[config.mk]
export PLATFORM = sky130hd
export DESIGN_NAME = decimal_uint64_with_exponent_parser_top
export DESIGN_NICKNAME = d
export VERILOG_FILES = /design/src/design/dec64_pkg.sv /design/src/design/dec64_front.sv /design/src/design/dec64_fifo.sv /design/src/design/dec64_back.sv /design/src/design/decimal_uint64_with_exponent_parser_top.sv
export SDC_FILE = /design/constraint.sdc
export NUM_CORES = 1
export LEC_CHECK = 0
export BUFFER_PORTS_ARGS = -buffer_cell sky130_fd_sc_hd__buf_2
export CAP_MARGIN = 10
export CORE_MARGIN = 1.5
export CORE_UTILIZATION = 48
export CTS_CLUSTER_DIAMETER = 200
export DETAILED_ROUTE_END_ITERATION = 10
export GPL_ROUTABILITY_DRIVEN = 0
export PLACE_DENSITY = 0.76
export SLEW_MARGIN = 40
export SYNTH_ARGS = -nofsm -noshare
export SYNTH_HDL_FRONTEND = slang
export SYNTH_HIERARCHICAL = 1
export SYNTH_SLANG_ARGS = --single-unit
[constraint.sdc]
create_clock -name aclk -period 6.2 [get_ports aclk]
set_input_delay 0.31 -clock aclk [delete_from_list [all_inputs] [get_ports aclk]]
set_output_delay 0.31 -clock aclk [all_outputs]
set_load 0.05 [all_outputs]
[src/design/dec64_pkg.sv]
package dec64_pkg;

    // Status codes of a result beat
    localparam logic [1:0] STATUS_OK    = 2'd0;
    localparam logic [1:0] STATUS_BAD   = 2'd1;
    localparam logic [1:0] STATUS_RANGE = 2'd2;

    // Character codes
    localparam logic [7:0] CHAR_ZERO    = 8'h30;
    localparam logic [7:0] CHAR_NINE    = 8'h39;
    localparam logic [7:0] CHAR_LOWER_E = 8'h65;
    localparam logic [7:0] CHAR_UPPER_E = 8'h45;

    // Exponent and digit count saturate here
    localparam logic [4:0] SAT_LIMIT = 5'd20;
    // Largest exponent + digit count that still fits (span of 20 digits)
    localparam logic [5:0] SPAN_LIMIT = 6'd20;

    // floor((2^64-1)/10); a digit step from above this overflows
    localparam logic [63:0] MUL10_LIMIT = 64'd1844674407370955161;
    // Last digit of 2^64-1; a larger digit at the limit also overflows
    localparam logic [3:0] MAX_LAST_DIGIT = 4'd5;

    // Depth of the queue between front and back
    localparam int QUEUE_DEPTH = 2;

    // Input beat
    typedef struct packed {
        logic [7:0] character;
        logic       value_end;
    } in_beat_t;

    // Result beat
    typedef struct packed {
        logic [1:0]  status;
        logic [63:0] parsed_value;
    } out_beat_t;

    // One finished value handed from front to back
    typedef struct packed {
        logic [1:0]  err;
        logic [63:0] mant;
        logic [4:0]  expo;
        logic [4:0]  cnt;
    } job_t;

    // Queue status seen by its neighbors
    typedef struct packed {
        logic full;
        logic empty;
    } queue_stat_t;

endpackage

[src/design/dec64_front.sv]
module dec64_front (
    input  logic                 aclk,
    input  logic                 aresetn,
    input  logic                 s_valid,
    output logic                 s_ready,
    input  dec64_pkg::in_beat_t  s_data,
    input  dec64_pkg::queue_stat_t q_stat,
    output logic                 push,
    output dec64_pkg::job_t      job
);

    logic [63:0] mant_reg, mant_next;
    logic [4:0]  exp_reg, exp_next;
    logic [4:0]  cnt_reg, cnt_next;
    logic        seen_reg, seen_next;
    logic [1:0]  err_reg, err_next;

    logic        accept;
    logic        is_digit;
    logic        is_mark;
    logic [3:0]  digit;
    logic [8:0]  exp_wide;
    logic        mant_ovf;
    logic [63:0] mant_step;

    assign s_ready = !q_stat.full;
    assign accept  = s_valid && s_ready;
    assign push    = accept && s_data.value_end;

    assign job.err  = err_reg;
    assign job.mant = mant_reg;
    assign job.expo = exp_reg;
    assign job.cnt  = cnt_reg;

    // Character classification
    assign is_digit = (s_data.character >= dec64_pkg::CHAR_ZERO) &&
                      (s_data.character <= dec64_pkg::CHAR_NINE);
    assign is_mark  = (s_data.character == dec64_pkg::CHAR_LOWER_E) ||
                      (s_data.character == dec64_pkg::CHAR_UPPER_E);
    assign digit    = 4'(s_data.character - dec64_pkg::CHAR_ZERO);

    // Digit steps: mantissa shift-add with bound check, exponent saturating
    assign mant_ovf  = (mant_reg > dec64_pkg::MUL10_LIMIT) ||
                       ((mant_reg == dec64_pkg::MUL10_LIMIT) &&
                        (digit > dec64_pkg::MAX_LAST_DIGIT));
    assign mant_step = (mant_reg << 3) + (mant_reg << 1) + 64'(digit);
    assign exp_wide  = (9'(exp_reg) << 3) + (9'(exp_reg) << 1) + 9'(digit);

    always_comb begin
        mant_next = mant_reg;
        exp_next  = exp_reg;
        cnt_next  = cnt_reg;
        seen_next = seen_reg;
        err_next  = err_reg;
        if (accept) begin
            if (s_data.value_end) begin
                // value closed: back to the empty state
                mant_next = '0;
                exp_next  = '0;
                cnt_next  = '0;
                seen_next = 1'b0;
                err_next  = dec64_pkg::STATUS_OK;
            end else if (err_reg == dec64_pkg::STATUS_OK) begin
                if (is_digit) begin
                    if (seen_reg) begin
                        exp_next = (exp_wide > 9'(dec64_pkg::SAT_LIMIT)) ?
                                   dec64_pkg::SAT_LIMIT : exp_wide[4:0];
                    end else if (mant_ovf) begin
                        err_next = dec64_pkg::STATUS_RANGE;
                    end else begin
                        mant_next = mant_step;
                        if (cnt_reg < dec64_pkg::SAT_LIMIT) begin
                            cnt_next = cnt_reg + 5'd1;
                        end
                    end
                end else if (is_mark) begin
                    if (seen_reg || (cnt_reg == 5'd0)) begin
                        err_next = dec64_pkg::STATUS_BAD;
                    end else begin
                        seen_next = 1'b1;
                    end
                end else begin
                    err_next = dec64_pkg::STATUS_BAD;
                end
            end
        end
    end

    always_ff @(posedge aclk) begin
        if (!aresetn) begin
            mant_reg <= '0;
            exp_reg  <= '0;
            cnt_reg  <= '0;
            seen_reg <= 1'b0;
            err_reg  <= dec64_pkg::STATUS_OK;
        end else begin
            mant_reg <= mant_next;
            exp_reg  <= exp_next;
            cnt_reg  <= cnt_next;
            seen_reg <= seen_next;
            err_reg  <= err_next;
        end
    end

endmodule

[src/design/dec64_fifo.sv]
module dec64_fifo #(
    parameter int Depth = dec64_pkg::QUEUE_DEPTH
) (
    input  logic                   aclk,
    input  logic                   aresetn,
    input  logic                   push,
    input  dec64_pkg::job_t        wr_job,
    input  logic                   pop,
    output dec64_pkg::job_t        rd_job,
    output dec64_pkg::queue_stat_t q_stat
);

    localparam int PtrW = (Depth > 1) ? $clog2(Depth) : 1;
    localparam int CntW = $clog2(Depth + 1);
    localparam logic [PtrW-1:0] PtrLast = PtrW'(Depth - 1);
    localparam logic [CntW-1:0] CntFull = CntW'(Depth);

    dec64_pkg::job_t mem_reg [Depth];
    logic [PtrW-1:0] wr_ptr_reg, wr_ptr_next;
    logic [PtrW-1:0] rd_ptr_reg, rd_ptr_next;
    logic [CntW-1:0] count_reg, count_next;

    assign q_stat.full  = (count_reg == CntFull);
    assign q_stat.empty = (count_reg == '0);
    assign rd_job       = mem_reg[rd_ptr_reg];

    // Pointer and fill count update
    always_comb begin
        wr_ptr_next = wr_ptr_reg;
        rd_ptr_next = rd_ptr_reg;
        count_next  = count_reg;
        if (push) begin
            wr_ptr_next = (wr_ptr_reg == PtrLast) ? '0 : wr_ptr_reg + PtrW'(1);
        end
        if (pop) begin
            rd_ptr_next = (rd_ptr_reg == PtrLast) ? '0 : rd_ptr_reg + PtrW'(1);
        end
        if (push && !pop) begin
            count_next = count_reg + CntW'(1);
        end else if (pop && !push) begin
            count_next = count_reg - CntW'(1);
        end
    end

    always_ff @(posedge aclk) begin
        if (!aresetn) begin
            wr_ptr_reg <= '0;
            rd_ptr_reg <= '0;
            count_reg  <= '0;
        end else begin
            wr_ptr_reg <= wr_ptr_next;
            rd_ptr_reg <= rd_ptr_next;
            count_reg  <= count_next;
        end
    end

    // Entry storage
    always_ff @(posedge aclk) begin
        if (push) begin
            mem_reg[wr_ptr_reg] <= wr_job;
        end
    end

endmodule

[src/design/dec64_back.sv]
module dec64_back (
    input  logic                   aclk,
    input  logic                   aresetn,
    input  dec64_pkg::queue_stat_t q_stat,
    input  dec64_pkg::job_t        job,
    output logic                   pop,
    output logic                   m_valid,
    input  logic                   m_ready,
    output dec64_pkg::out_beat_t   m_data
);

    logic        busy_reg, busy_next;
    logic [4:0]  steps_reg, steps_next;
    logic [63:0] val_reg, val_next;
    logic [1:0]  status_reg, status_next;
    logic        m_valid_reg, m_valid_next;
    dec64_pkg::out_beat_t m_data_reg, m_data_next;

    logic       out_free;
    logic       finish;
    logic [5:0] span;

    assign out_free = !m_valid_reg || m_ready;
    assign finish   = busy_reg && (steps_reg == 5'd0) && out_free;
    assign pop      = !q_stat.empty && (!busy_reg || finish);
    assign span     = 6'(job.expo) + 6'(job.cnt);

    assign m_valid = m_valid_reg;
    assign m_data  = m_data_reg;

    always_comb begin
        busy_next    = busy_reg;
        steps_next   = steps_reg;
        val_next     = val_reg;
        status_next  = status_reg;
        m_valid_next = m_valid_reg;
        m_data_next  = m_data_reg;

        // Hand a finished value to the output register
        if (finish) begin
            m_valid_next             = 1'b1;
            m_data_next.status       = status_reg;
            m_data_next.parsed_value = (status_reg == dec64_pkg::STATUS_OK) ?
                                       val_reg : 64'd0;
            busy_next                = 1'b0;
        end else if (m_ready) begin
            m_valid_next = 1'b0;
        end

        if (pop) begin
            // Load a job and decide how many scaling steps it needs
            busy_next   = 1'b1;
            val_next    = job.mant;
            status_next = job.err;
            steps_next  = '0;
            if (job.err == dec64_pkg::STATUS_OK && job.expo != 5'd0) begin
                if (span > dec64_pkg::SPAN_LIMIT) begin
                    status_next = dec64_pkg::STATUS_RANGE;
                end else begin
                    steps_next = job.expo;
                end
            end
        end else if (busy_reg && steps_reg != 5'd0) begin
            // One multiply by ten per cycle, stop on overflow
            if (val_reg > dec64_pkg::MUL10_LIMIT) begin
                status_next = dec64_pkg::STATUS_RANGE;
                steps_next  = '0;
            end else begin
                val_next   = (val_reg << 3) + (val_reg << 1);
                steps_next = steps_reg - 5'd1;
            end
        end
    end

    always_ff @(posedge aclk) begin
        if (!aresetn) begin
            busy_reg    <= 1'b0;
            steps_reg   <= '0;
            m_valid_reg <= 1'b0;
        end else begin
            busy_reg    <= busy_next;
            steps_reg   <= steps_next;
            m_valid_reg <= m_valid_next;
        end
    end

    always_ff @(posedge aclk) begin
        val_reg    <= val_next;
        status_reg <= status_next;
        m_data_reg <= m_data_next;
    end

endmodule

[src/design/decimal_uint64_with_exponent_parser_top.sv]
// Character beats are taken one per cycle and cause no result; the input stalls only
// while the queue between front and back is full of finished values.
// An end beat's value goes through the queue to the back end, which scales it by its
// exponent e (1..19), one multiply by ten per step, with fewer steps on overflow and
// none without exponent, on error or when the span check fails. It takes no new value
// until the last result enters the result register. Reset (aresetn, synchronous,
// active low) clears the parse state, the queue and the result valid.
module decimal_uint64_with_exponent_parser_top #(
    parameter int QueueDepth = dec64_pkg::QUEUE_DEPTH
) (
    input  logic                 aclk,
    input  logic                 aresetn,
    input  logic                 s_valid,
    output logic                 s_ready,
    input  dec64_pkg::in_beat_t  s_data,
    output logic                 m_valid,
    input  logic                 m_ready,
    output dec64_pkg::out_beat_t m_data
);

    dec64_pkg::queue_stat_t q_stat;
    dec64_pkg::job_t        wr_job;
    dec64_pkg::job_t        rd_job;
    logic                   push;
    logic                   pop;

    // Front: classify characters, accumulate, queue finished values
    dec64_front u_front (
        .aclk    (aclk),
        .aresetn (aresetn),
        .s_valid (s_valid),
        .s_ready (s_ready),
        .s_data  (s_data),
        .q_stat  (q_stat),
        .push    (push),
        .job     (wr_job)
    );

    dec64_fifo #(
        .Depth (QueueDepth)
    ) u_fifo (
        .aclk    (aclk),
        .aresetn (aresetn),
        .push    (push),
        .wr_job  (wr_job),
        .pop     (pop),
        .rd_job  (rd_job),
        .q_stat  (q_stat)
    );

    // Back: range check, exponent scaling, result register
    dec64_back u_back (
        .aclk    (aclk),
        .aresetn (aresetn),
        .q_stat  (q_stat),
        .job     (rd_job),
        .pop     (pop),
        .m_valid (m_valid),
        .m_ready (m_ready),
        .m_data  (m_data)
    );

    // Queue is never written while full
    assert property (@(posedge aclk) disable iff (!aresetn)
        push |-> !q_stat.full)
        else $error("queue written while full");

    // Queue is never read while empty
    assert property (@(posedge aclk) disable iff (!aresetn)
        pop |-> !q_stat.empty)
        else $error("queue read while empty");

    // A failed parse always carries a zero value
    assert property (@(posedge aclk) disable iff (!aresetn)
        (m_valid && m_data.status != dec64_pkg::STATUS_OK) |->
            (m_data.parsed_value == 64'd0))
        else $error("error result with nonzero value");

endmodule
Word level (Yosys, flattened, before mapping)
Memory sizes are Yosys's and may differ from the RTL's. A register that Yosys moved wholly into a read port is not among the register bits.
Cells that the tools add are included.
- add/sub/neg operators: 13
- magnitude comparators: 8
- equality and inequality tests: 12
- mux-type cells: 53
- reduce and logical (&&, ||, !) cells: 47
- operators by type and width (kind ; number):
    $mux 64 ; 8
    $add 64x64->64 ; 2
    $gt 64x61->1 const B ; 2
    $mux 5 ; 16
    $add 64x4->64 ; 1
    $eq 64x61->1 const B ; 1
    $mux 2 ; 14
    $reduce_bool 2->1 ; 10
    $eq 8x7->1 const B ; 2
    $mux 1 ; 15
    $reduce_and 5->1 ; 3
    $logic_and 1x1->1 ; 11
    $logic_not 5->1 ; 2
    $ne 2x2->1 const B ; 5
    $reduce_bool 5->1 ; 2
    $add 8x6->9 ; 1
    $add 9x4->9 ; 1
    $gt 9x5->1 const B ; 1
    $ge 8x6->1 const B ; 1
    $le 8x6->1 const B ; 1
    $logic_not 2->1 ; 4
    $add 5x5->6 ; 1
    $gt 6x5->1 const B ; 1
    $logic_not 1->1 ; 6
    15 further kinds ; 22
- register bits: 220
- RAM bits: 152
- output and inout port bits: 68
- memories: 1
- memories (memory ; depth ; bits a word ; read ports ; clocked after Yosys merged registers in ; wr ports ; line ; text):
    u_fifo.mem_reg ; 2 ; 76 ; 1 ; 1 ; 1 ; dec64_fifo.sv:18 ; dec64_pkg::job_t mem_reg [Depth];

Longest topological paths before layout
- depth in word-level cells: 9
- mapped depth: 16

Hierarchy
Netlist, hierarchy kept.
- by module, submodules not included (module ; times used ; cells an instance ; area an instance (um^2) ; sequential area each (um^2)):
    dec64_back ; 1 ; 1005 ; 9678.0 ; 4103.9
    dec64_front ; 1 ; 969 ; 7693.6 ; 1541.5
    dec64_fifo ; 1 ; 258 ; 5855.6 ; 4664.5

Worst setup path before layout
OpenSTA, ideal clock, no wires.
- path type: register to register
- start point: reg u_back.val_reg[58]
- end point: reg u_back.val_reg[0] (enable)
- library setup time: 574 ps
- arrival time: 6198 ps
- data required time: 5626 ps
- setup slack: -572 ps
- cell stages (with the launch flop): 7
- path buffers: 0
- period minus slack after synthesis: 6772 ps
- path through: edfxtp_1 -> or4_1 -> nor4_2 -> nand2_1 -> nor4_2 -> a21oi_2 -> o21ai_0
- longest elaborated chain between the ends: 3
- ends and longest elaborated chain (what ; line ; text):
    from (decl) ; dec64_back.sv:14 ; logic [63:0] val_reg, val_next;
    from (signal assigned) ; dec64_back.sv:88 ; val_reg <= val_next;
    $gt 64x61->1 ; dec64_back.sv:65 ; if (val_reg > dec64_pkg::MUL10_LIMIT) begin
    $ne 2x2->1 (no line) ; n/a ;
    $reduce_and 2->1 (no line) ; n/a ;
No other way between the ends.
A chain may end at the register's enable or synchronous reset.

==> results.py <==
metrics = {
    "outcome": {
        "status": "finished, final reports clean",
    },
    "die": {
        "design.die.area_sq_um": 49700,
        "io_pins": 81,
        "die_w_um": 223,
        "core_sq_um": 47700,
        "initial_core_util_pct": 48.6,
        "die_y_um": 223,
        "num_rows": 80,
    },
    "logic_synthesis": {
        "async_flop_share_pct": 0,
        "ys.flop_type": "edfxtp_1",
        "synth-edff-count": 284,
        "syn_avg_cell_area_sq_um": 10.4,
        "ys_warn_count": 6,
        "ys_types": 107,
        "syn_area_sq_um": 23200,
        "ys_seq_area_share_pct": 44.4,
        "synth_seq_cells": 373,
        "synthCells": 2232,
        "syn_nets": 2451,
    },
    "sta": {
        "timing.final.crit_share_pct": 64.7,
        "relSlewSlack_pct": 42.1,
        "finalSetupViolations": 0,
        "setup_tns_ns": 0,
        "hold_viol_final": 0,
        "fmax_mhz": 249,
        "rsz0062_at_grt": "false",
        "skew_ns": 0.0139,
        "post-route-min-period_ns": 4.01,
        "maxSlewViolCount": 0,
        "worstMarginPinSlew_ns": 0.858,
        "timing.hold.ws_ns": 0.147,
    },
    "detailed_routing": {
        "drc": 0,
        "ant_nets": 0,
        "wirelength_um": 53700,
        "via_count": 17600,
        "wl_per_cell_um": 18.4,
        "first_pass_iters": 6,
        "via_per_inst": 6.04,
        "initialDrtViolationCount": 1544,
    },
    "setup_path": {
        "worstSetupPathType": "flip-flop to flip-flop",
        "path_max_fanout": 36,
        "crit_top_cell": "mux2_2",
        "cp_slowest_stage_delay_ns": 0.71,
        "path_cells": "mux2_2 -> ha_1 -> fa_1 -> o22a_1 -> a221o_1 -> maj3_1 -> mux2_2 -> a21o_1 -> nor4_4 -> nand2_1 -> o211ai_1 -> o211a_1",
        "crit_path_top_delay_cell": "dfxtp_4",
        "cpLargestDelayFamily": "compound AO/OA/AOI/OAI gates",
        "start_kind": "flip-flop",
        "arrival_ns": 4.49,
        "path_buf_inv": 0,
        "crit_path_end_kind": "flip-flop",
        "required_ns": 6.68,
    },
    "run": {
        "drv_cap": 0,
    },
    "cts": {
        "htreeDepth": 2,
        "cts-root-buf": "clkbuf_16",
        "cts_setup_buffers": 0,
        "numCtsBuffers": 38,
        "clockBufferDepth": 3,
        "path_clk_slew_ns": 0.06,
        "cts.sinks": 373,
        "cts_tree": "yes",
        "cts_resized": 0,
        "clk_latency_ns": 0.54,
        "holdBufCountCts": 0,
    },
    "power_and_ir_drop": {
        "powerDensity_nw_per_um2": 504,
        "leakagePower_nw": 10.2,
        "irDropWorstVdd_uv": 322,
    },
    "global_routing": {
        "grt_pass1_vias": 17000,
        "grt_max_degree": 88,
        "antenna_found_initial": 0,
        "grtUsageTotal_pct": 21.0,
        "grt_pass1_wl_um": 86500,
        "overflow": 0,
    },
    "worst_hold_path": {
        "hold_class": "input pin to flip-flop",
    },
    "final_layout": {
        "diodes": 0,
        "fillCellCount": 4052,
        "largest_register_ffs": 152,
        "final_common_cell": "edfxtp_1",
        "utilization_pct": 53.3,
        "area_delta_synth_final_pct": 9.59,
        "finalNonFillerCells": 2917,
        "final_cell_mix": "284 x edfxtp_1, 200 x ha_1, 191 x a21oi_1",
        "drive_gt1_share_pct": 12.7,
        "final_nets": 2491,
    },
    "placement": {
        "portBuffers": 80,
        "dp_hpwl_um": 38900,
        "dp_cells": 2847,
    },
}
[Yosys cell counts, types with 54 or more instances]
cell | instances | area (sq um)
nor2_1 | 148 | 556
a21oi_1 | 191 | 956
nand2_1 | 179 | 672
clkbuf_1 | 54 | 203
xnor2_1 | 70 | 613
ha_1 | 200 | 2500
nor2b_1 | 67 | 419
a21o_1 | 65 | 488
and2_1 | 79 | 494
edfxtp_1 | 284 | 8530
dfxtp_1 | 89 | 1780
o21ai_0 | 125 | 626
[cells by family (layout without fill, tap and decap cells)]
group | after synthesis | in the layout | synth area share, %
adders and majority gates | 207 | 207 | 11.3
AOI/OAI and AO/OA | 629 | 629 | 17.7
xor gates and xnor gates | 114 | 114 | 4.30
and+or+nand+nor | 686 | 686 | 15.2
DFF | 373 | 373 | 44.4
buffers and inverters | 143 | 213 | 2.62
muxes | 80 | 80 | 4.51
[final cells by class]
cell class,count,area (sq um),share of cell area [%]
clock buffers,49,1110,4.35
well taps,615,769,3.02
inverters,50,188,0.737
multi-input cells,1716,12400,48.6
flip-flops and latches,373,10300,40.5
clock inverters,21,201,0.791
repair buffers,93,513,2.02
[worst paths after layout]
check                             from                   to  slack, ns  cells past startpoint
setup / recovery             flip-flop  u_back/steps_reg[1]       2.19                     12
hold / removal               s_data[1]   u_front/exp_reg[0]       0.15                      3
setup reg to reg             flip-flop  u_back/steps_reg[1]       2.19                     12
hold reg to reg   u_back/status_reg[0]    u_back/m_data[64]       0.48                      0
[per-layer routing]
metal,global-route usage [%],part of all wire [%],up-vias
met5,0,0,-
li1,-,-,8441
met1,29.4,45,8414
met2,33.6,45,646
met4,7.53,3.0,0
met3,2.65,6.2,106
[stage by stage]
| step | cell area [sq um] | total power [mW] | setup slack (ns) |
|---|---|---|---|
| after global routing | 25500 | 13.6 | 2.06 |
| after CTS | 25400 | 12.7 | 2.21 |
| after global placement | 24100 | 10.1 | 2.22 |
| final | 25500 | 12.8 | 2.19 |
| after floorplan | 23200 | 8.92 | 1.16 |
| after detailed placement | 24100 | 10.3 | 2.23 |
[worst register-to-register path, stage by stage, from the launching register on]
cell and delay, ns:
dfxtp_4 0.71, mux2_2 0.44, ha_1 0.24, fa_1 0.43
o22a_1 0.27, a221o_1 0.35, maj3_1 0.38, mux2_2 0.27
a21o_1 0.22, nor4_4 0.29, nand2_1 0.11, o211ai_1 0.11
o211a_1 0.16
[where the power goes]
part	switching, mW	internal, mW
Clock	0.971	1.40
Sequential	0.457	3.51
Combinational	4.04	2.46
No activity file was read; power rests on OpenSTA's default activity.
